### src/mta_pkg.sv
// Shared types and constants of the mosaic tile average block.
package mta_pkg;

    // Configuration register indexes.
    localparam logic [1:0] REG_IMAGE_WIDTH  = 2'd0;
    localparam logic [1:0] REG_IMAGE_HEIGHT = 2'd1;
    localparam logic [1:0] REG_TILE_SIZE    = 2'd2;

    // Smallest tile edge the block works with.
    localparam int MIN_TILE = 2;

    // Reset values of the configuration registers.
    localparam logic [11:0] RST_IMAGE_WIDTH  = 12'd640;
    localparam logic [11:0] RST_IMAGE_HEIGHT = 12'd480;
    localparam logic [6:0]  RST_TILE_SIZE    = 7'd10;

    // Queue status handed from the queue to the front part and the divider.
    typedef struct packed {
        logic space_ok;
        logic not_empty;
    } mta_q_status_t;

endpackage

### src/mta_div.sv
// Back part: bit-serial mean of four channel sums and the output register.
module mta_div #(
    parameter int TCW = 10,
    parameter int SW  = 20,
    parameter int CW  = 13,
    parameter int EW  = 8
) (
    input  logic                   aclk,
    input  logic                   aresetn,
    input  mta_pkg::mta_q_status_t q_status,
    input  logic [EW-1:0]          q_data,
    output logic                   q_pop,
    output logic                   out_valid,
    input  logic                   out_ready,
    output logic [55:0]            out_data,
    output logic                   out_last
);
    localparam logic ST_IDLE = 1'b0;
    localparam logic ST_BUSY = 1'b1;
    localparam int   DW      = SW + 8;

    logic           state_reg;
    logic [2:0]     bit_reg;
    logic [DW-1:0]  rem_reg [4];
    logic [DW-1:0]  rem_next [4];
    logic [7:0]     quo_reg [4];
    logic [7:0]     quo_next [4];
    logic [DW-1:0]  trial;
    logic [CW-1:0]  cnt_reg;
    logic [TCW-1:0] col_reg, row_reg;
    logic           fdone_reg;
    logic           out_valid_reg, out_last_reg;
    logic [55:0]    out_data_reg;
    logic           out_free, step, finish;
    logic [31:0]    col_w, row_w;

    assign out_free = !out_valid_reg || out_ready;
    assign step     = (state_reg == ST_BUSY) && ((bit_reg != 3'd0) || out_free);
    assign finish   = step && (bit_reg == 3'd0);
    assign q_pop    = (state_reg == ST_IDLE) && q_status.not_empty;
    assign trial    = DW'(cnt_reg) << bit_reg;

    always_comb begin
        for (int i = 0; i < 4; i++) begin
            rem_next[i] = rem_reg[i];
            quo_next[i] = quo_reg[i];
            if (rem_reg[i] >= trial) begin
                rem_next[i] = rem_reg[i] - trial;
                quo_next[i][bit_reg] = 1'b1;
            end
        end
    end

    always_ff @(posedge aclk) begin
        if (!aresetn) begin
            state_reg     <= ST_IDLE;
            out_valid_reg <= 1'b0;
        end else begin
            case (state_reg)
                ST_IDLE: begin
                    if (q_pop) begin
                        state_reg <= ST_BUSY;
                    end
                end
                ST_BUSY: begin
                    if (finish) begin
                        state_reg     <= ST_IDLE;
                        out_valid_reg <= 1'b1;
                    end
                end
                default: state_reg <= ST_IDLE;
            endcase
            if (!finish && out_valid_reg && out_ready) begin
                out_valid_reg <= 1'b0;
            end
        end
    end

    assign col_w = 32'(col_reg);
    assign row_w = 32'(row_reg);

    always_ff @(posedge aclk) begin
        if (q_pop) begin
            bit_reg    <= 3'd7;
            fdone_reg  <= q_data[EW-1];
            row_reg    <= q_data[EW-2 -: TCW];
            col_reg    <= q_data[EW-2-TCW -: TCW];
            cnt_reg    <= q_data[4*SW+CW-1 -: CW];
            rem_reg[0] <= DW'(q_data[4*SW-1 -: SW]);
            rem_reg[1] <= DW'(q_data[3*SW-1 -: SW]);
            rem_reg[2] <= DW'(q_data[2*SW-1 -: SW]);
            rem_reg[3] <= DW'(q_data[SW-1:0]);
            for (int i = 0; i < 4; i++) begin
                quo_reg[i] <= '0;
            end
        end else if (step) begin
            bit_reg <= bit_reg - 1'b1;
            for (int i = 0; i < 4; i++) begin
                rem_reg[i] <= rem_next[i];
                quo_reg[i] <= quo_next[i];
            end
        end
        if (finish) begin
            out_data_reg <= {4'd0, quo_next[3], quo_next[2], quo_next[1], quo_next[0],
                             row_w[9:0], col_w[9:0]};
            out_last_reg <= fdone_reg;
        end
    end

    assign out_valid = out_valid_reg;
    assign out_data  = out_data_reg;
    assign out_last  = out_last_reg;
endmodule

### config.mk
export PLATFORM = sky130hd
export DESIGN_NAME = mta_div
export DESIGN_NICKNAME = d
export VERILOG_FILES = /design/src/mta_pkg.sv /design/src/mta_div.sv
export SDC_FILE = /design/constraint.sdc
export NUM_CORES = 1
export LEC_CHECK = 0
export ABC_AREA = 0
export ABC_CLOCK_PERIOD_IN_PS = 3200
export BUFFER_PORTS_ARGS = -buffer_cell sky130_fd_sc_hd__buf_2
export CAP_MARGIN = 40
export CORE_UTILIZATION = 40
export CTS_CLUSTER_SIZE = 20
export DETAILED_ROUTE_END_ITERATION = 8
export GPL_ROUTABILITY_DRIVEN = 0
export SLEW_MARGIN = 20
export SYNTH_ARGS = -nofsm -noshare
export SYNTH_HDL_FRONTEND = slang
export SYNTH_SLANG_ARGS = --single-unit
### constraint.sdc
create_clock -name aclk -period 3.2 [get_ports aclk]
set_clock_uncertainty 0.1 [all_clocks]
set_input_delay 0.64 -clock aclk [delete_from_list [all_inputs] [get_ports aclk]]
set_output_delay 0.64 -clock aclk [all_outputs]
set_load 0.005 [all_outputs]
* Word level (Yosys, flattened, before mapping)
Memory sizes are Yosys's and may differ from the RTL's.
Cells that the tools add are included.
** Cells by class
- Add/subtract/negate cells :: 5
- Magnitude comparators :: 6
- Shift-type cells :: 1
- Multiplexer cells :: 25
- Bitwise logic cells :: 14
- Reductions and logical operators :: 14
** Operators by type and width (number)
- $mux 28 :: 8
- $ge 28x28->1 :: 4
- $sub 28x28->28 :: 4
- $mux 8 :: 8
- $or 8x8->8 :: 4
- $shl 13x3->28 const A :: 1
- $or 1x1->1 :: 8
- $mux 1 :: 7
- $logic_and 1x1->1 :: 6
- $lt 3x4->1 const B :: 1
- $demux 1 s3 :: 1
- $ge 3x1->1 const B :: 1
- $logic_not 3->1 :: 1
- $reduce_bool 3->1 :: 1
- $sub 3x1->3 const B :: 1
- $logic_not 1->1 :: 2
- $logic_or 1x1->1 :: 2
- $not 1->1 :: 2
- $pmux 1 s2 :: 1
- $reduce_and 2->1 :: 1
- $reduce_or 2->1 :: 1
** Word-level totals
- Bits in registers :: 53
- Memory bits (writable) :: 144
- Input bits :: 13
- Output and inout port bits :: 59
- Logic and storage cells :: 74
- Memories kept :: 2
** Memories
- rem_reg :: depth 4, width 28, rd ports 4, clocked after Yosys merged registers in 0, wr ports 4, line mta_div.sv:24 : logic [DW-1:0] rem_reg [4];
- quo_reg :: depth 4, width 8, rd ports 4, clocked after Yosys merged registers in 0, wr ports 4, line mta_div.sv:26 : logic [7:0] quo_reg [4];

* Depth between registers and ports, before layout
Gate-level depths: netlist (run 1).
- Depth after elaboration :: 9
- Gate-level depth with buffers :: 7
- Depth with buffers taken out :: 6

* Least setup slack after synthesis (run 1)
OpenSTA, ideal clock, no wires.
- Kind :: reg-to-reg
- From :: register bit_reg[0]
- To :: register out_data_reg[13], in the netlist out_data[13], enable pin
- Library setup time :: 0.441 ns
- Arrival time :: 2.748 ns
- Required time :: 2.659 ns
- Slack :: -0.089 ns
- Cell stages (with the launch flop) :: 6
- Path buffers :: 0
- Clock period less this slack :: 3.289 ns
- Cells stage by stage :: dfxtp_1 inv_1 ha_1 nand2b_1 o21ai_1 nor2_1
** On the way
- Longest elaborated chain between the ends :: 4
- Elaborated cells between the ends (all ways) :: 5
- Classes of those cells :: reduce/logical (5)
** Ends and longest elaborated chain
- start, declared :: line mta_div.sv:23 : logic [2:0] bit_reg;
- start signal, assigned :: line mta_div.sv:97 : bit_reg <= bit_reg - 1'b1;
- $reduce_bool 3->1 :: line mta_div.sv:38 : assign step = (state_reg == ST_BUSY) && ((bit_reg != 3'd0) || out_free);
- $logic_or 1x1->1 :: line mta_div.sv:38
- $logic_and 1x1->1 :: line mta_div.sv:38
- $logic_and 1x1->1 (*) :: line mta_div.sv:39 : assign finish = step && (bit_reg == 3'd0);
- end signal, assigned :: line mta_div.sv:104 : out_data_reg <= {4'd0, quo_next[3], quo_next[2], quo_next[1], quo_next[0],
- end, declared :: line mta_div.sv:33 : logic [55:0] out_data_reg;
Every way passes the cells marked *; elsewhere a longest branch is shown, timed or not.
A chain may end at the register's enable or synchronous reset.

==> results of run 1 <==
[through the flow]
step | power, uW | cell area [sq um] | hold WS, ns | worst slack [ns]
2_1_floorplan | 2870 | 6670 | 0.300 | 0.326
5_1_grt | 5230 | 7760 | 0.272 | 0.562
4_1_cts | 5050 | 7750 | 0.280 | 0.711
3_5_place_dp | 3020 | 7140 | 0.305 | 0.754
6_report | 5010 | 7760 | 0.301 | 0.763
3_3_place_gp | 2990 | 7140 | 0.303 | 0.846
[power by group through the flow]
stage	combinational (uW)	sequential (uW)	clock [uW]
2_1_floorplan	426	2440	0
3_3_place_gp	527	2470	0
3_5_place_dp	544	2480	0
4_1_cts	550	2440	2060
5_1_grt	619	2470	2140
6_report	547	2440	2020
[per-layer routing]
metal | up-vias | routed length (um)
met1 | 2025 | 5890
met5 | - | 0
li1 | 2038 | -
met4 | 0 | 135
met2 | 81 | 6110
met3 | 9 | 522
[path summary, 6_finish.rpt]
check,startpoint,end,slack [ns]
max,rem_reg[2][14],rem_reg[2][22],0.76
min,q_data[7],fdone_reg,0.30
min reg2reg,row_reg[8],out_data[18],0.32
max reg2reg,rem_reg[2][14],rem_reg[2][22],0.76
[logic make-up (layout without fill, tap and decap cells)]
kind of cell | after synthesis | after routing | synth area share
AND/OR/NAND/NOR | 228 | 228 | 0.186
XOR/XNOR | 40 | 40 | 0.0530
other | 1 | 17 | 0.000568
adder cells (fa/ha/maj) | 6 | 6 | 0.0114
buffers and inverters | 45 | 112 | 0.0364
flip-flops | 145 | 145 | 0.652
AO/OA/AOI/OAI | 62 | 62 | 0.0608
[synthesized netlist by cell type, drive strengths merged]
cell / instances / area share
nor4: 19 / 0.025
and2: 16 / 0.015
buf: 18 / 0.021
o31a: 1 / 0.0013
xnor2: 14 / 0.019
a21oi: 9 / 0.0068
conb: 1 / 0.00057
or3: 4 / 0.0038
clkbuf: 16 / 0.0091
nor3b: 2 / 0.0030
nand2b: 3 / 0.0028
nand3: 8 / 0.0061
a31oi: 1 / 0.00095
nand4b: 3 / 0.0040
o21a: 3 / 0.0034
nor2: 84 / 0.048
nand4: 11 / 0.012
edfxtp: 140 / 0.64
xor2: 26 / 0.034
o211ai: 2 / 0.0023
a211oi: 1 / 0.0011
nand2: 36 / 0.020
or2: 2 / 0.0019
nor4b: 3 / 0.0085
o21ai: 17 / 0.013
a21o: 24 / 0.027
or4: 4 / 0.0045
o41ai: 1 / 0.0013
inv: 11 / 0.0063
a21boi: 1 / 0.0011
o31ai: 2 / 0.0023
or4b: 1 / 0.0021
nor2b: 3 / 0.0028
nor3: 23 / 0.019
ha: 6 / 0.011
nand3b: 2 / 0.0023
and3: 4 / 0.0038
dfxtp: 5 / 0.015
[cell type report]
| type | count | area share |
|---|---|---|
| timing repair buffer | 69 | 0.0506 |
| clock inverter | 14 | 0.0231 |
| multi-input combinational | 353 | 0.276 |
| sequential | 145 | 0.555 |
| clock buffer | 18 | 0.0553 |
| inverter | 11 | 0.00532 |
| tap | 216 | 0.0348 |
[worst max-delay path, stage by stage, from the launching register on]
cell and delay [ns]:
edfxtp_1 0.44, nor4_4 0.51, nand4_2 0.40, nand2_1 0.16
nand2_1 0.40
==> summary.md, run 1 <==
| Metric | Value |
|---|---|
| Pleak | `0.00291 uW` |
| Post_cts resized | `0` |
| GR Util met2 | `0.259` |
| Setup crit start kind | `flip-flop` |
| WHS Path Cells | `1` |
| CP required | `3.10 ns` |
| Layout cell share with drive strength beyond 1 | `0.192` |
| Worst Path Class, Setup | `flip-flop to flip-flop` |
| Vias per cell | `5.03` |
| Share of the yosys chip area belonging to registers | `0.652` |
| Fin. Hold Viols | `0` |
| R2R cell count | `4` |
| Max Freq | `410 MHz` |
| Setup repair bufs after CTS | `0` |
| Area of the core | `16000 sq um` |
| Max-Slew Margin vs Limit | `0.415` |
| Dpl hpwl | `8.35 mm` |
| DR DRC count | `0` |
| Die Wd | `131 um` |
| Clk root buf | `clkbuf_16` |
| Pint | `3750 uW` |
| Mapped Area | `6610 sq um` |
| Final core occ | `0.485` |
| Post-Syn Area per Cell | `12.5 sq um` |
| Synth cell types | `48` |
| H-tree lvl count | `4` |
| Combinational power share | `0.109` |
| Layout area overhead | `17.4%` |
| Count of final setup violators | `0` |
| Initial detailed-routing violation count | `279` |
| Count of antenna diodes in the layout | `0` |
| Placed cells | `792` |
| Total GRT Usage | `0.161` |
| Count of final max-slew check failures | `0` |
| Fillers | `1453` |
| Routed Antenna Nets | `0` |
| Commonest cells after routing, fill and taps aside | `edfxtp_1 (140), nor2_1 (81), buf_2 (54), nand2_1 (36), xor2_1 (26)` |
| Worst Path Max Fanout | `15` |
| # port buffers | `53` |
| Multi-input logic area | `2140 sq um` |
| Max VDD drop | `0.000399 V` |
| Vias in the first global route | `4121` |
| Slew of the pin with the lowest slew margin | `0.871 ns` |
| Max-cap violations | `0` |
| Initial antenna violation count | `0` |
| Met1 GRT Util | `0.204` |
| Minimum clock period | `2.44 ns` |
| Total number of vias | `4153` |
| # IOs | `72` |
| Row cnt | `46` |
| Gr busiest metal | `met2` |
| Status | `finished clean` |
| Max FFs per register | `60` |
| Psw | `1250 uW` |
| RSZ-0062 raised after global routing | `no` |
| Flop pwr share | `0.488` |
| GRT met3 Usage | `0.0505` |
| Power per standard cell area | `645 nW/um^2` |
| Starting Density | `0.413` |
| Gr ovfl total | `0` |
| Drt pass-1 iters | `4` |
| Crit end category | `flip-flop` |
| Wire length per cell | `15.3 um` |
| Clk network pwr share | `0.403` |
| Global-route wire length before repair | `20.7 mm` |
| Nets | `616` |
| Clk sink count | `145` |
| Register bit total from synthesis | `145` |
| CTS tree | `built` |
| CTS clk-pin slew, worst paths | `0.06 ns` |
| Tcrit/Tclk final | `0.762` |
| Tightest Hold Check Type | `input port to flip-flop` |
| Layout Cells excl Fill | `826` |
| Largest net degree at the start of global routing | `36` |
| Sequential cell area | `4300 sq um` |
| Syn Inst Count | `527` |
| Switching share of power | `0.250` |
| Number of synthesis warnings | `0` |
| Setup TNS | `0 ns` |
| Die Ht | `131 um` |
| Cts bufs inserted | `17` |
| CTS hold repair buffers | `0` |
| Die area | `17000 sq um` |
| Routed WL | `12.7 mm` |
| Worst Path Arrival | `2.34 ns` |
| Clock buffer depth | `2` |
| Latest clock arrival within the worst-skew pair | `0.42 ns` |
| Commonest non-fill, non-tap cell in the layout | `edfxtp_1` |
No activity file was read; power rests on OpenSTA's default activity.
==> run 2: changes to the inputs <==
--- a/config.mk
+++ b/config.mk
@@ -6,7 +6,7 @@
 export NUM_CORES = 1
 export LEC_CHECK = 0
 export ABC_AREA = 0
-export ABC_CLOCK_PERIOD_IN_PS = 3200
+export ABC_CLOCK_PERIOD_IN_PS = 2500
 export BUFFER_PORTS_ARGS = -buffer_cell sky130_fd_sc_hd__buf_2
 export CAP_MARGIN = 40
 export CORE_UTILIZATION = 40
==> constraint.sdc (replaced) <==
create_clock -name aclk -period 2.5 [get_ports aclk]
set_clock_uncertainty 0.1 [all_clocks]
set_input_delay 0.5 -clock aclk [delete_from_list [all_inputs] [get_ports aclk]]
set_output_delay 0.5 -clock aclk [all_outputs]
set_load 0.005 [all_outputs]
==> summary.md, run 2 (synthesized netlist as in run 1, its figures left out) <==
| Metric | Value |
|---|---|
| Area of the core | `16000 sq um` |
| Clock buffer depth | `2` |
| Nets | `621` |
| WHS Path Cells | `1` |
| Latest clock arrival within the worst-skew pair | `0.42 ns` |
| Fillers | `1459` |
| Initial antenna violation count | `0` |
| Largest net degree at the start of global routing | `46` |
| RR Startpoint | `bit_reg[0]` |
| Tcrit/Tclk final | `0.901` |
| Commonest non-fill, non-tap cell in the layout | `edfxtp_1` |
| Met1 GRT Util | `0.204` |
| Wire length per cell | `14.8 um` |
| Row cnt | `46` |
| Max-cap violations | `0` |
| Dpl hpwl | `8.12 mm` |
| Pwr Total | `6300 uW` |
| Count of final setup violators | `0` |
| Commonest cells after routing, fill and taps aside | `edfxtp_1 (140), nor2_1 (81), buf_2 (53), nand2_1 (35), xor2_1 (26)` |
| Count of final max-slew check failures | `0` |
| Worst Path Class, Setup | `flip-flop to flip-flop` |
| Cts bufs inserted | `17` |
| Starting Density | `0.413` |
| Routed Antenna Nets | `0` |
| Max-Slew Margin vs Limit | `0.521` |
| Drt pass-1 iters | `5` |
| Worst Path Arrival | `2.32 ns` |
| CTS hold repair buffers | `0` |
| Vias per cell | `5.05` |
| DR DRC count | `0` |
| Die area | `17000 sq um` |
| GR Util met2 | `0.243` |
| Max VDD drop | `0.000490 V` |
| RSZ-0062 raised after global routing | `no` |
| Fin. Hold Viols | `0` |
| Slack of the critical path | `0.248 ns` |
| Crit end category | `flip-flop` |
| R2r endpoint | `rem_reg[3][22]` |
| Hold endpoint | `fdone_reg` |
| Setup repair bufs after CTS | `0` |
| # IOs | `72` |
| Gr busiest metal | `met2` |
| Max Freq | `444 MHz` |
| CTS clk-pin slew, worst paths | `0.06 ns` |
| Die Ht | `131 um` |
| Gr ovfl total | `0` |
| CP required | `2.57 ns` |
| H-tree lvl count | `4` |
| Total number of vias | `4193` |
| Power per standard cell area | `810 nW/um^2` |
| Tightest Hold Check Type | `input port to flip-flop` |
| Hold Startpoint | `q_data[7]` |
| Initial detailed-routing violation count | `226` |
| Global-route wire length before repair | `20.2 mm` |
| Post_cts resized | `0` |
| Total GRT Usage | `0.156` |
| Layout area overhead | `17.7%` |
| Die Wd | `131 um` |
| R2R cell count | `7` |
| FF-to-FF setup slack | `0.25 ns` |
| CTS tree | `built` |
| Clk root buf | `clkbuf_16` |
| Count of antenna diodes in the layout | `0` |
| Vias in the first global route | `4082` |
| Status | `finished clean` |
| Max FFs per register | `60` |
| Routed WL | `12.3 mm` |
| Clk sink count | `145` |
| # port buffers | `53` |
| Layout cell share with drive strength beyond 1 | `0.198` |
| Minimum clock period | `2.25 ns` |
| Slew of the pin with the lowest slew margin | `0.713 ns` |
| GRT met3 Usage | `0.0485` |
| Setup crit start kind | `flip-flop` |
| Worst Path Max Fanout | `45` |
| Pleak | `0.00293 uW` |
| Dpl ws | `0.250 ns` |
## run 2: how the worst max path moves through the flow
stage,end,start
final,rem_reg[3][22],bit_reg[0]
after global routing,rem_reg[3][22],bit_reg[0]
after CTS,rem_reg[3][22],bit_reg[0]
after detailed placement,rem_reg[3][22],bit_reg[0]
after global placement,rem_reg[1][15],rem_reg[1][19]
after floorplan,out_data[13],bit_reg[0]
## run 2: through the flow
stage / cells / utilization / TNS, ns / hold WS, ns / instance area, sq um
floorplan: 543 / - / -4.90 / 0.300 / 6670
global placement: 799 / 0.450 / 0 / 0.301 / 7210
detailed placement: 799 / 0.450 / 0 / 0.305 / 7210
CTS: 831 / 0.486 / 0 / 0.137 / 7780
global route: 831 / 0.486 / 0 / 0.132 / 7780
finish: 831 / 0.486 / 0 / 0.156 / 7780
## run 2: routing by layer
metal  up-vias  wire length, um  part of all wire
met4         0              124             0.010
li1       2041                -                 -
met2        85             5860              0.47
met1      2056             5850              0.47
met5         -                0                 0
met3        11              511             0.041
## run 2: power by group
| part | switching [uW] | internal (uW) | total, uW |
|---|---|---|---|
| registers | 175 | 2940 | 3120 |
| logic | 422 | 292 | 714 |
| clock network | 992 | 1470 | 2460 |
## run 2: cell type report
cell class	count	area, sq um	share of cell area
Inverter	11	41.3	0.00531
Multi-Input combinational cell	353	2140	0.276
Sequential cell	145	4300	0.553
Clock inverter	13	136	0.0175
Timing Repair Buffer	74	448	0.0576
Clock buffer	19	433	0.0557
Tap cell	216	270	0.0348
## run 2: worst max-delay path, cell delays in order (launching register included)
cell and delay, ns:
dfxtp_1 0.36, inv_1 0.17, ha_1 0.18, nand2b_1 0.16
o21ai_4 0.53, buf_12 0.30, or4_1 0.14, nand2_1 0.05
