<file path="src/mta_pkg.sv">
// Shared types and constants of the mosaic tile average block.
package mta_pkg;

    // Configuration register indexes.
    localparam logic [1:0] REG_IMAGE_WIDTH  = 2'd0;
    localparam logic [1:0] REG_IMAGE_HEIGHT = 2'd1;
    localparam logic [1:0] REG_TILE_SIZE    = 2'd2;

    // Smallest tile edge the block works with.
    localparam int MIN_TILE = 2;

    // Reset values of the configuration registers.
    localparam logic [11:0] RST_IMAGE_WIDTH  = 12'd640;
    localparam logic [11:0] RST_IMAGE_HEIGHT = 12'd480;
    localparam logic [6:0]  RST_TILE_SIZE    = 7'd10;

    // Queue status handed from the queue to the front part and the divider.
    typedef struct packed {
        logic space_ok;
        logic not_empty;
    } mta_q_status_t;

endpackage

</file>
<file path="src/mta_queue.sv">
// Small queue of finished tile sums between the front part and the divider.
module mta_queue #(
    parameter int EW    = 8,
    parameter int DEPTH = 4
) (
    input  logic                   aclk,
    input  logic                   aresetn,
    input  logic                   push,
    input  logic [EW-1:0]          push_data,
    input  logic                   pop,
    output logic [EW-1:0]          pop_data,
    output mta_pkg::mta_q_status_t status
);
    localparam int AW = $clog2(DEPTH);
    localparam int CW = $clog2(DEPTH + 1);

    logic [EW-1:0] mem [DEPTH];
    logic [AW-1:0] wr_ptr_reg, rd_ptr_reg;
    logic [CW-1:0] count_reg;

    always_ff @(posedge aclk) begin
        if (!aresetn) begin
            wr_ptr_reg <= '0;
            rd_ptr_reg <= '0;
            count_reg  <= '0;
        end else begin
            if (push) begin
                wr_ptr_reg <= (wr_ptr_reg == AW'(DEPTH - 1)) ? '0 : wr_ptr_reg + 1'b1;
            end
            if (pop) begin
                rd_ptr_reg <= (rd_ptr_reg == AW'(DEPTH - 1)) ? '0 : rd_ptr_reg + 1'b1;
            end
            if (push && !pop) begin
                count_reg <= count_reg + 1'b1;
            end else if (pop && !push) begin
                count_reg <= count_reg - 1'b1;
            end
        end
    end

    always_ff @(posedge aclk) begin
        if (push) begin
            mem[wr_ptr_reg] <= push_data;
        end
    end

    assign pop_data         = mem[rd_ptr_reg];
    // Room for the entry in flight plus one more that a new beat may cause.
    assign status.space_ok  = (count_reg <= CW'(DEPTH - 2));
    assign status.not_empty = (count_reg != '0);
endmodule

</file>
<file path="config.mk">
export PLATFORM = sky130hd
export DESIGN_NAME = mta_queue
export DESIGN_NICKNAME = d
export VERILOG_FILES = /design/src/mta_pkg.sv /design/src/mta_queue.sv
export SDC_FILE = /design/constraint.sdc
export NUM_CORES = 1
export LEC_CHECK = 0
export BUFFER_PORTS_ARGS = -buffer_cell sky130_fd_sc_hd__buf_2
export CORE_ASPECT_RATIO = 1.75
export CORE_UTILIZATION = 55
export DETAILED_ROUTE_END_ITERATION = 10
export HOLD_SLACK_MARGIN = 0.12
export PLACE_DENSITY = 0.77
export SLEW_MARGIN = 5
export SYNTH_ARGS = -nofsm -noshare
export SYNTH_HDL_FRONTEND = slang
export SYNTH_SLANG_ARGS = --single-unit
</file>
<file path="constraint.sdc">
create_clock -name aclk -period 2 [get_ports aclk]
set_input_delay 0.1 -clock aclk [delete_from_list [all_inputs] [get_ports aclk]]
set_output_delay 0.1 -clock aclk [all_outputs]
set_load 0.02 [all_outputs]
</file>
; Word level (Yosys, flattened, before mapping)
; Memories as Yosys holds them, arrays and structs flattened. A register that Yosys moved wholly into a read port is not among the register bits.
; Cells that the tools add are included.
[op_classes]
n_bitwise = 0
div = 0
n_mux = 8
shift = 0
addsub = 4
n_eq_ne = 2
n_mul = 0
reduce_logical = 6
n_lt_le_gt_ge = 1
[op_table]
columns = operator, n
row1 = $mux W2, 4
row2 = $mux W3, 2
row3 = $add A2 B1 Y2 const B, 2
row4 = $eq A2 B2 Y1 const B, 2
row5 = $add A3 B1 Y3 const B, 1
row6 = $le A3 B2 Y1 const B, 1
row7 = $reduce_bool A3 Y1, 1
row8 = $sub A3 B1 Y3 const B, 1
row9 = $logic_and A1 B1 Y1, 2
row10 = $logic_not A1 Y1, 2
row11 = $mux W1, 2
row12 = $reduce_bool A2 Y1, 1
[totals]
input_bits = 12
memories = 1
latch_bits = 0
regBits = 7
ramBits = 32
wordCells = 25
mem_bits_ro = 0
[memory_table]
columns = memory, depth, word_bits, read_ports, rd_ports_with_merged_regs, write_ports, line_no
row1 = mem, 4, 8, 1, 1, 1, mta_queue.sv:17  ; logic [EW-1:0] mem [DEPTH];

; Depth between registers and ports, before layout
; Gate-level depths: netlist of the first run.
[depth]
word_depth = 4
mapped_depth = 7
mapped_depth_nobuf = 7

; Worst setup path after synthesis of the first run
; Ideal clock, no wire load.
[synth_timing]
path_type = register -> register
startpoint = register count_reg[0]
endpoint = register count_reg[2]
arrival_ns = 1.338
required_ns = 1.930
path_stages_with_launch = 5
path_slack_ns = 0.592
cell_sequence = dfxtp_1 fa_1 xor2_1 or3_1 a21boi_1
[synth_between]
elab_chain_len = 3
elab_cells_between_ends = 4
[synth_rtl]
columns = item, line_no
row1 = start: declaration, mta_queue.sv:19  ; logic [CW-1:0] count_reg;
row2 = start signal: assignment, mta_queue.sv:34  ; count_reg <= count_reg + 1'b1;
row3 = start signal: assignment, mta_queue.sv:36  ; count_reg <= count_reg - 1'b1;
row4 = $sub A3 B1 Y3, mta_queue.sv:36
row5 = $mux W3, mta_queue.sv:35  ; end else if (pop && !push) begin
row6 = $mux W3 *, mta_queue.sv:33  ; if (push && !pop) begin
; Mark *: on every way between the ends. The rest lies on a longest branch, timed or not. The select of a mux whose other input is x is not followed.
; A chain may end at the register's enable or synchronous reset.

==> impl_metrics.tcl, run 1 <==
set metrics [dict create \
    period_share_pct 79.9 \
    hold_path_class "primary input to register" \
    grt_usage_pct 19.5 \
    rsz0062_at_grt "no" \
    cp_top_family "multiplexers" \
    vdd_ir_drop_max_v 0.000806 \
    num_rows 25 \
    largest_reg_flops 32 \
    clk_latency_ns 0.29 \
    drt-pass1-iter-count 4 \
    drive_gt1_share_pct 29.3 \
    switching_power_uw 412 \
    cts_tree "yes" \
    timing.slew.headroom_pct 70.6 \
    fin_nets 141 \
    place_congestion 0.602 \
    finalSetupViolCount 0 \
    avgSynthCellArea_um2 18.8 \
    area_growth_pct 19.2 \
    ios 22 \
    sw_frac_of_total_pct 23.2 \
    syn_area_mm2 0.00161 \
    dp_cells 133 \
    wl_per_cell_um 16.6 \
    clk_pin_slew_ns 0.07 \
    tightest_slew_ns 0.441 \
    numCtsBuffers 5 \
    syn_nets 105 \
    grt_pass1_vias 894 \
    end_kind "primary output" \
    timing.critical_path.buf_inv 2 \
    synth_cells 86 \
    yosysUniqueCellTypes 20 \
    port_buffers 21 \
    intPower_uw 1370 \
    synth_top_area_share_pct 59.5 \
    synth.area.top_cells "edfxtp_1 60%, dfxtp_1 11%, mux4_2 11%, ha_1 4.7%, mux2i_1 2.5%" \
    cp.required_ns 1.90 \
    yosysTopAreaCell "edfxtp_1" \
    finalCriticalPeriod_ns 1.60 \
    outcome "finished, final reports clean" \
    postCtsResizedCells 0 \
    critPathMaxFanout 8 \
    core_mm2 0.00275 \
    skew_ns 0.00435 \
    fin_util_pct 69.9 \
    overflow 0 \
    via_per_inst 5.47 \
    setup-tns-final_ns 0 \
    hold_violations 0 \
    antenna_found_initial 0 \
    clock-sinks 41 \
    die-area_mm2 0.00316 \
    drc 0 \
    drtAntennaViolNets 0 \
    fin_cells 150 \
    grt_max_degree 13 \
    ys_ff_latch 41 \
    cts_root_buf "clkbuf_8" \
    dp_hpwl_um 1720 \
    p_comb_share_pct 13.7 \
    initial_core_util_pct 58.6 \
    yosysWarningCount 0 \
    drt_iter0_markers 17 \
    postCtsSetupBuffers 0 \
    p_per_area_mw_per_mm2 924 \
    report.final.slew_viol_count 0 \
    wl_um 2490 \
    die_x_um 43.0 \
    grt_pass1_wl_um 4200 \
    pwr-share-clk_pct 30.1 \
    fmax_mhz 625 \
    num_vias 821 \
    crit_type "register to primary output" \
    fillers 199 \
    cp_slowest_cell "mux4_2" \
    critPathLaunchType "register" \
    h-tree-depth 2 \
    arrival_ns 1.50 \
    ys_seq_area_share_pct 70.7 \
    die_h_um 73.7 \
    crit_chain "buf_4 -> mux4_2 -> buf_2" \
    cap_violations 0 \
    seqPwrFrac_pct 56.2 \
    num_antenna_cells 0 \
    max_stage_delay_ns 0.51 \
    cts_buffer_depth 2 \
    p_leak_uw 0.000720 \
    hold_buffers 9 \
]
-- cell usage after synthesis --
library cell	number
a21boi_1	1
a21oi_1	1
and2_1	5
buf_6	1
clkbuf_2	1
dfxtp_1	9
edfxtp_1	32
fa_1	1
ha_1	6
inv_1	4
mux2i_1	4
mux4_2	8
nor2_1	1
nor2b_1	5
nor3_1	1
o21a_1	1
o21ai_0	1
or3_1	2
xnor2_1	1
xor2_1	1
-- logic make-up (layout without fill, tap and decap cells) --
family                     Yosys count  in the layout  synth area share, %
muxes                               12             12                 13.6
xor gates and xnor gates             2              2                 1.09
and+or+nand+nor                     14             14                 5.19
DFF                                 41             41                 70.7
adders and majority gates            7              7                 5.89
buffers and inverters                6             43                 1.94
AOI/OAI and AO/OA                    4              4                 1.55
-- stage by stage --
stage               hold slack [ns]  instance area [µm²]  setup slack [ns]  total power [µW]
CTS                           0.184                 1920             0.377              1790
global route                  0.196                 1920             0.336              1860
global placement              0.309                 1740             0.458              1230
detailed placement            0.322                 1740             0.370              1250
floorplan                     0.199                 1610             0.592              1170
finish                        0.188                 1920             0.401              1780
-- path summary, 6_finish.rpt --
| kind | from | to | slack (ns) | depth (start not counted) |
|---|---|---|---|---|
| worst max-delay path | register | pop_data[5] | 0.40 | 3 |
| worst max register to register | count_reg[0] | count_reg[2] | 0.46 | 4 |
| worst min register to register | wr_ptr_reg[1] | wr_ptr_reg[1] | 0.57 | 2 |
| worst min-delay path | push | wr_ptr_reg[1] | 0.19 | 3 |
-- metal layers --
layer / global-route usage, % / part of all wire [%] / vias up
met3: 5.16 / 3.1 / 7
met5: 0 / 0 / -
li1: - / - / 394
met2: 34.7 / 57 / 21
met4: 10.1 / 2.7 / 0
met1: 20.6 / 37 / 399
-- cell type report --
| type | instances | area (µm²) | area share, % |
|---|---|---|---|
| clock buffers | 8 | 90.1 | 4.68 |
| inverters | 4 | 15.0 | 0.780 |
| multi-input cells | 39 | 442 | 23.0 |
| flip-flops and latches | 41 | 1140 | 59.3 |
| well taps | 27 | 33.8 | 1.76 |
| repair buffers | 31 | 203 | 10.5 |
-- cell usage in the layout, fill, tap and decap left out --
cell type and n:
buf_4 1, and2_1 5, nor3_1 1, o21a_1 1, buf_2 21, clkbuf_1 2
dfxtp_1 9, o21ai_0 1, inv_1 4, xnor2_1 1, nor2b_1 5, ha_1 6
a21boi_1 1, dlygate4sd3_1 9, or3_1 2, mux4_2 8, fa_1 1, nor2_1 1
edfxtp_1 32, mux2i_1 4, xor2_1 1, clkbuf_8 6, a21oi_1 1
-- power by group through the flow --
stage / clock [µW] / sequential (µW) / combinational (µW)
after floorplan: 0 / 1010 / 165
after global placement: 0 / 1010 / 219
after detailed placement: 0 / 1020 / 231
after CTS: 549 / 999 / 246
after global routing: 587 / 1010 / 265
final: 536 / 999 / 244
-- worst reg2reg max path, cell delays in order (launching register included) --
cell	delay [ns]
dfxtp_1	0.36
fa_1	0.45
xor2_1	0.18
or3_1	0.32
a21boi_1	0.17
Power figures use the tool's default switching activity.
==> run 2, diff against run 1 <==
CORE_UTILIZATION = 50   (was 55)
PLACE_DENSITY = 0.74   (was 0.77)
clock period = 1.4 ns   (was 2 ns; I/O delays follow)
==> impl_metrics.tcl, run 2 (same netlist as run 1, synthesis figures left out) <==
set metrics [dict create \
    outcome "finished with violations" \
    violations "negative setup slack" \
    wl_per_cell_um 14.9 \
    critPathLaunchType "register" \
    area_growth_pct 34.5 \
    rsz0062_at_grt "yes" \
    grt_pass1_wl_um 4410 \
    core_mm2 0.00311 \
    fillers 232 \
    antenna_found_initial 0 \
    overflow 0 \
    numCtsBuffers 5 \
    crit_type "register to primary output" \
    finalSetupViolCount 8 \
    drt-pass1-iter-count 6 \
    min_from "push" \
    die_h_um 77.2 \
    drive_gt1_share_pct 39.1 \
    max_stage_delay_ns 0.51 \
    drc 0 \
    reg2reg_slack_ns 0.04 \
    final_common_cell "edfxtp_1" \
    whs_ns 0.215 \
    vdd_ir_drop_max_v 0.00125 \
    layout_common_cells "32 x edfxtp_1, 13 x buf_2, 9 x dlygate4sd3_1" \
    fin_nets 151 \
    finalCriticalPeriod_ns 1.50 \
    p_per_area_mw_per_mm2 1310 \
    seqPwrFrac_pct 50.2 \
    intPower_uw 2220 \
    cp_slowest_cell "mux4_2" \
    sw_frac_of_total_pct 22.0 \
    timing.rr.end "count_reg[2]" \
    skew_ns 0.00229 \
    setup_slack_ns -0.0981 \
    ios 22 \
    place_congestion 0.618 \
    via_per_inst 4.97 \
    clk_pin_slew_ns 0.07 \
    p_comb_share_pct 16.1 \
    cap_violations 0 \
    timing.slew.headroom_pct 73.4 \
    cts_tree "yes" \
    die_x_um 45.0 \
    period_share_pct 107 \
    tightest_slew_ns 0.399 \
    drt_iter0_markers 15 \
    num_antenna_cells 0 \
    hold_violations 0 \
    dp_cells 158 \
    h-tree-depth 2 \
    end_kind "primary output" \
    reg2reg_from "count_reg[1]" \
    fmax_mhz 667 \
    clk_latency_ns 0.28 \
    port_buffers 21 \
    arrival_ns 1.43 \
    cp.required_ns 1.33 \
    cts_root_buf "clkbuf_8" \
    drtAntennaViolNets 0 \
    clock-sinks 41 \
    cts_buffer_depth 2 \
    die-area_mm2 0.00347 \
    switching_power_uw 627 \
    p_leak_uw 0.000816 \
    largest_reg_flops 32 \
    grt_max_degree 14 \
    crit_chain "buf_12 -> mux4_2 -> buf_6" \
    critPathMaxFanout 8 \
    grt_usage_pct 18.9 \
    pwr-share-clk_pct 33.7 \
    fin_cells 176 \
    report.final.slew_viol_count 0 \
    r2r_cells 4 \
    cp-endpoint "pop_data[3]" \
    grt_pass1_vias 1018 \
    initial_core_util_pct 51.9 \
    hold_path_class "primary input to register" \
    num_rows 27 \
    num_vias 874 \
    wl_um 2630 \
]
-- run 2: cell types whose count changed in the layout (fill, tap and decap cells not counted) --
cell | previous run | this run
buf_12 | 0 | 5
buf_2 | 21 | 13
buf_4 | 1 | 6
buf_6 | 0 | 8
bufinv_16 | 0 | 1
clkbuf_1 | 2 | 0
clkinvlp_4 | 0 | 1
dfxtp_1 | 9 | 6
dfxtp_2 | 0 | 2
dfxtp_4 | 0 | 1
fa_1 | 1 | 0
fa_2 | 0 | 1
-- run 2: what timing repair did --
item                       in CTS  in global routing
pin swaps                       0                  3
setup buffers                   0                  1
hold endpoints to repair       41                  0
gates resized for setup        19                  1
setup endpoints to repair       9                 10
hold buffers                    9                  0
-- run 2: power groups by stage --
stage | Combinational (µW) | Clock (µW) | Sequential, µW
detailed placement | 386 | 0 | 1460
finish | 458 | 959 | 1430
floorplan | 236 | 0 | 1440
CTS | 450 | 984 | 1430
global route | 495 | 1030 | 1440
global placement | 367 | 0 | 1450
-- run 2: worst min-delay path by stage --
stage	end	slack (ns)	cells past startpoint
after floorplan	mem[0][0]	0.17	0
final	wr_ptr_reg[1]	0.21	4
after detailed placement	mem[1][4]	0.29	1
after CTS	wr_ptr_reg[1]	0.21	4
after global routing	wr_ptr_reg[0]	0.24	4
after global placement	mem[2][4]	0.28	1
-- run 2: final cells by class --
type | count | area, µm² | share of cell area, %
clock inverters | 2 | 37.5 | 1.73
inverters | 4 | 15.0 | 0.692
flip-flops and latches | 41 | 1150 | 52.9
well taps | 43 | 53.8 | 2.48
repair buffers | 41 | 390 | 18.0
clock buffers | 6 | 82.6 | 3.80
multi-input cells | 39 | 444 | 20.5
-- run 2: per-stage QoR --
stage               cell area [µm²]  utilization, %  total power (µW)  setup WS (ns)  TNS (ns)
CTS                            2160            69.5              2870         -0.117    -0.897
finish                         2170            69.8              2850        -0.0981    -0.720
global placement               1900            61.0              1810        -0.0240   -0.0240
detailed placement             1900            61.0              1840         -0.104    -0.104
global route                   2170            69.8              2960         -0.149     -1.16
floorplan                      1620               -              1670         0.0376         0
-- run 2: critical path: cells and delay by family, from the launching register on --
kind	cells	cell delay (ns)
flip-flops	1	0.35
multiplexers	1	0.51
buffers and inverters	2	0.29
-- run 2: layer usage --
layer	vias up	GRT usage [%]	share of wire (%)
met5	-	0	0
met2	25	33.8	59
met1	425	17.9	35
met3	7	5.18	3.6
met4	0	10.3	2.8
li1	417	-	-
==> run 3, diff against run 2 <==
CORE_UTILIZATION = 55   (was 50)
PLACE_DENSITY = 0.77   (was 0.74)
clock period = 1.9 ns   (was 1.4 ns; I/O delays follow)
==> impl_metrics.tcl, run 3 (same netlist as run 1, synthesis figures left out) <==
set metrics [dict create \
    die_h_um 73.7 \
    initial_core_util_pct 58.6 \
    setup-tns-final_ns 0 \
    p_per_area_mw_per_mm2 973 \
    dp_hpwl_um 1680 \
    critPathLaunchType "register" \
    finalSetupViolCount 0 \
    numCtsBuffers 5 \
    grt_pass1_wl_um 4110 \
    intPower_uw 1430 \
    clock-sinks 41 \
    p_leak_uw 0.000723 \
    drtAntennaViolNets 0 \
    outcome "finished, final reports clean" \
    seqPwrFrac_pct 56.1 \
    area_growth_pct 19.3 \
    grt_max_degree 13 \
    h-tree-depth 2 \
    grt_usage_pct 19.1 \
    vdd_ir_drop_max_v 0.000852 \
    num_antenna_cells 0 \
    hold_path_class "primary input to register" \
    p_comb_share_pct 13.6 \
    skew_ns 0.00545 \
    tightest_slew_ns 0.462 \
    cp.required_ns 1.80 \
    switching_power_uw 444 \
    num_vias 843 \
    wl_met1_um 952 \
    drt_iter0_markers 10 \
    wl_per_cell_um 16.7 \
    cap_violations 0 \
    overflow 0 \
    cts_buffer_depth 2 \
    rsz0062_at_grt "no" \
    arrival_ns 1.50 \
    drt-pass1-iter-count 4 \
    report.final.slew_viol_count 0 \
    drc 0 \
    sw_frac_of_total_pct 23.7 \
    num_rows 25 \
    grt_pass1_vias 897 \
    core_mm2 0.00275 \
    drive_gt1_share_pct 30.1 \
    pwr-share-clk_pct 30.3 \
    critPathMaxFanout 8 \
    crit_type "register to primary output" \
    via_per_inst 5.62 \
    die-area_mm2 0.00316 \
    place_congestion 0.602 \
    layout_common_cells "32 x edfxtp_1, 21 x buf_2, 9 x dfxtp_1, 9 x dlygate4sd3_1, 8 x mux4_2" \
    timing.slew.headroom_pct 69.2 \
    period_share_pct 84.2 \
    clk_pin_slew_ns 0.07 \
    final_common_cell "edfxtp_1" \
    routed.top_layer "met4" \
    port_buffers 21 \
    wl_met2_um 1390 \
    cts_tree "yes" \
    clk_latency_ns 0.29 \
    largest_reg_flops 32 \
    antenna_found_initial 0 \
    fmax_mhz 625 \
    ios 22 \
    finalCriticalPeriod_ns 1.60 \
    postCtsSetupBuffers 0 \
    whs_ns 0.180 \
    hold_violations 0 \
    cts_root_buf "clkbuf_8" \
    die_x_um 43.0 \
    fin_nets 141 \
    end_kind "primary output" \
    met3WireLength_um 100 \
    wl_um 2500 \
]
-- run 3: changes by cell type in the layout (fill, tap and decap cells not counted) --
cell / delta
buf_12: -5
buf_2: +8
buf_4: -5
buf_6: -8
bufinv_16: -1
clkinv_1: +1
clkinv_2: +1
clkinvlp_4: -1
dfxtp_1: +3
dfxtp_2: -2
dfxtp_4: -1
fa_1: +1
fa_2: -1
-- run 3: metrics by stage --
stage	cell area (µm²)	power [µW]	utilization, %	setup slack, ns	instances
global placement	1740	1300	63.4	0.363	133
CTS	1930	1890	70.0	0.268	150
floorplan	1610	1230	-	0.492	86
detailed placement	1740	1310	63.4	0.290	133
finish	1930	1870	70.0	0.301	150
global route	1930	1950	70.0	0.233	150
-- run 3: final timing paths --
kind         slack [ns]            end          from  cells after the start
max                0.30    pop_data[1]      register                      3
max reg2reg        0.39   count_reg[2]  count_reg[0]                      4
min                0.18  rd_ptr_reg[1]           pop                      3
min reg2reg        0.52   count_reg[2]  count_reg[2]                      2
-- run 3: critical path, stage by stage, from the launching register on --
cell     delay (ns)
dfxtp_1        0.33
buf_4          0.20
mux4_2         0.52
buf_2          0.17
-- run 3: repair_timing --
item	4_1_cts	5_1_grt
resized for setup	0	0
hold endpoints to repair	38	0
hold buffers	9	0
-- run 3: area by class of cell --
class / instances / area, µm²
Clock buffer: 6 / 82.6
Clock inverter: 2 / 8.76
Fill cell: 196 / 827
Inverter: 4 / 15.0
Multi-Input combinational cell: 39 / 442
Sequential cell: 41 / 1140
Tap cell: 27 / 33.8
Timing Repair Buffer: 31 / 203
-- run 3: routing by layer --
layer / GRT usage, % / up-vias
li1: - / 396
met1: 18.9 / 419
met2: 34.0 / 23
met3: 5.41 / 5
met4: 12.1 / 0
met5: 0 / -
-- run 3: power groups by stage --
stage               combinational [µW]  sequential (µW)  clock [µW]
finish                             255             1050         567
global route                       277             1060         614
CTS                                258             1050         581
detailed placement                 243             1070           0
global placement                   231             1070           0
floorplan                          173             1060           0
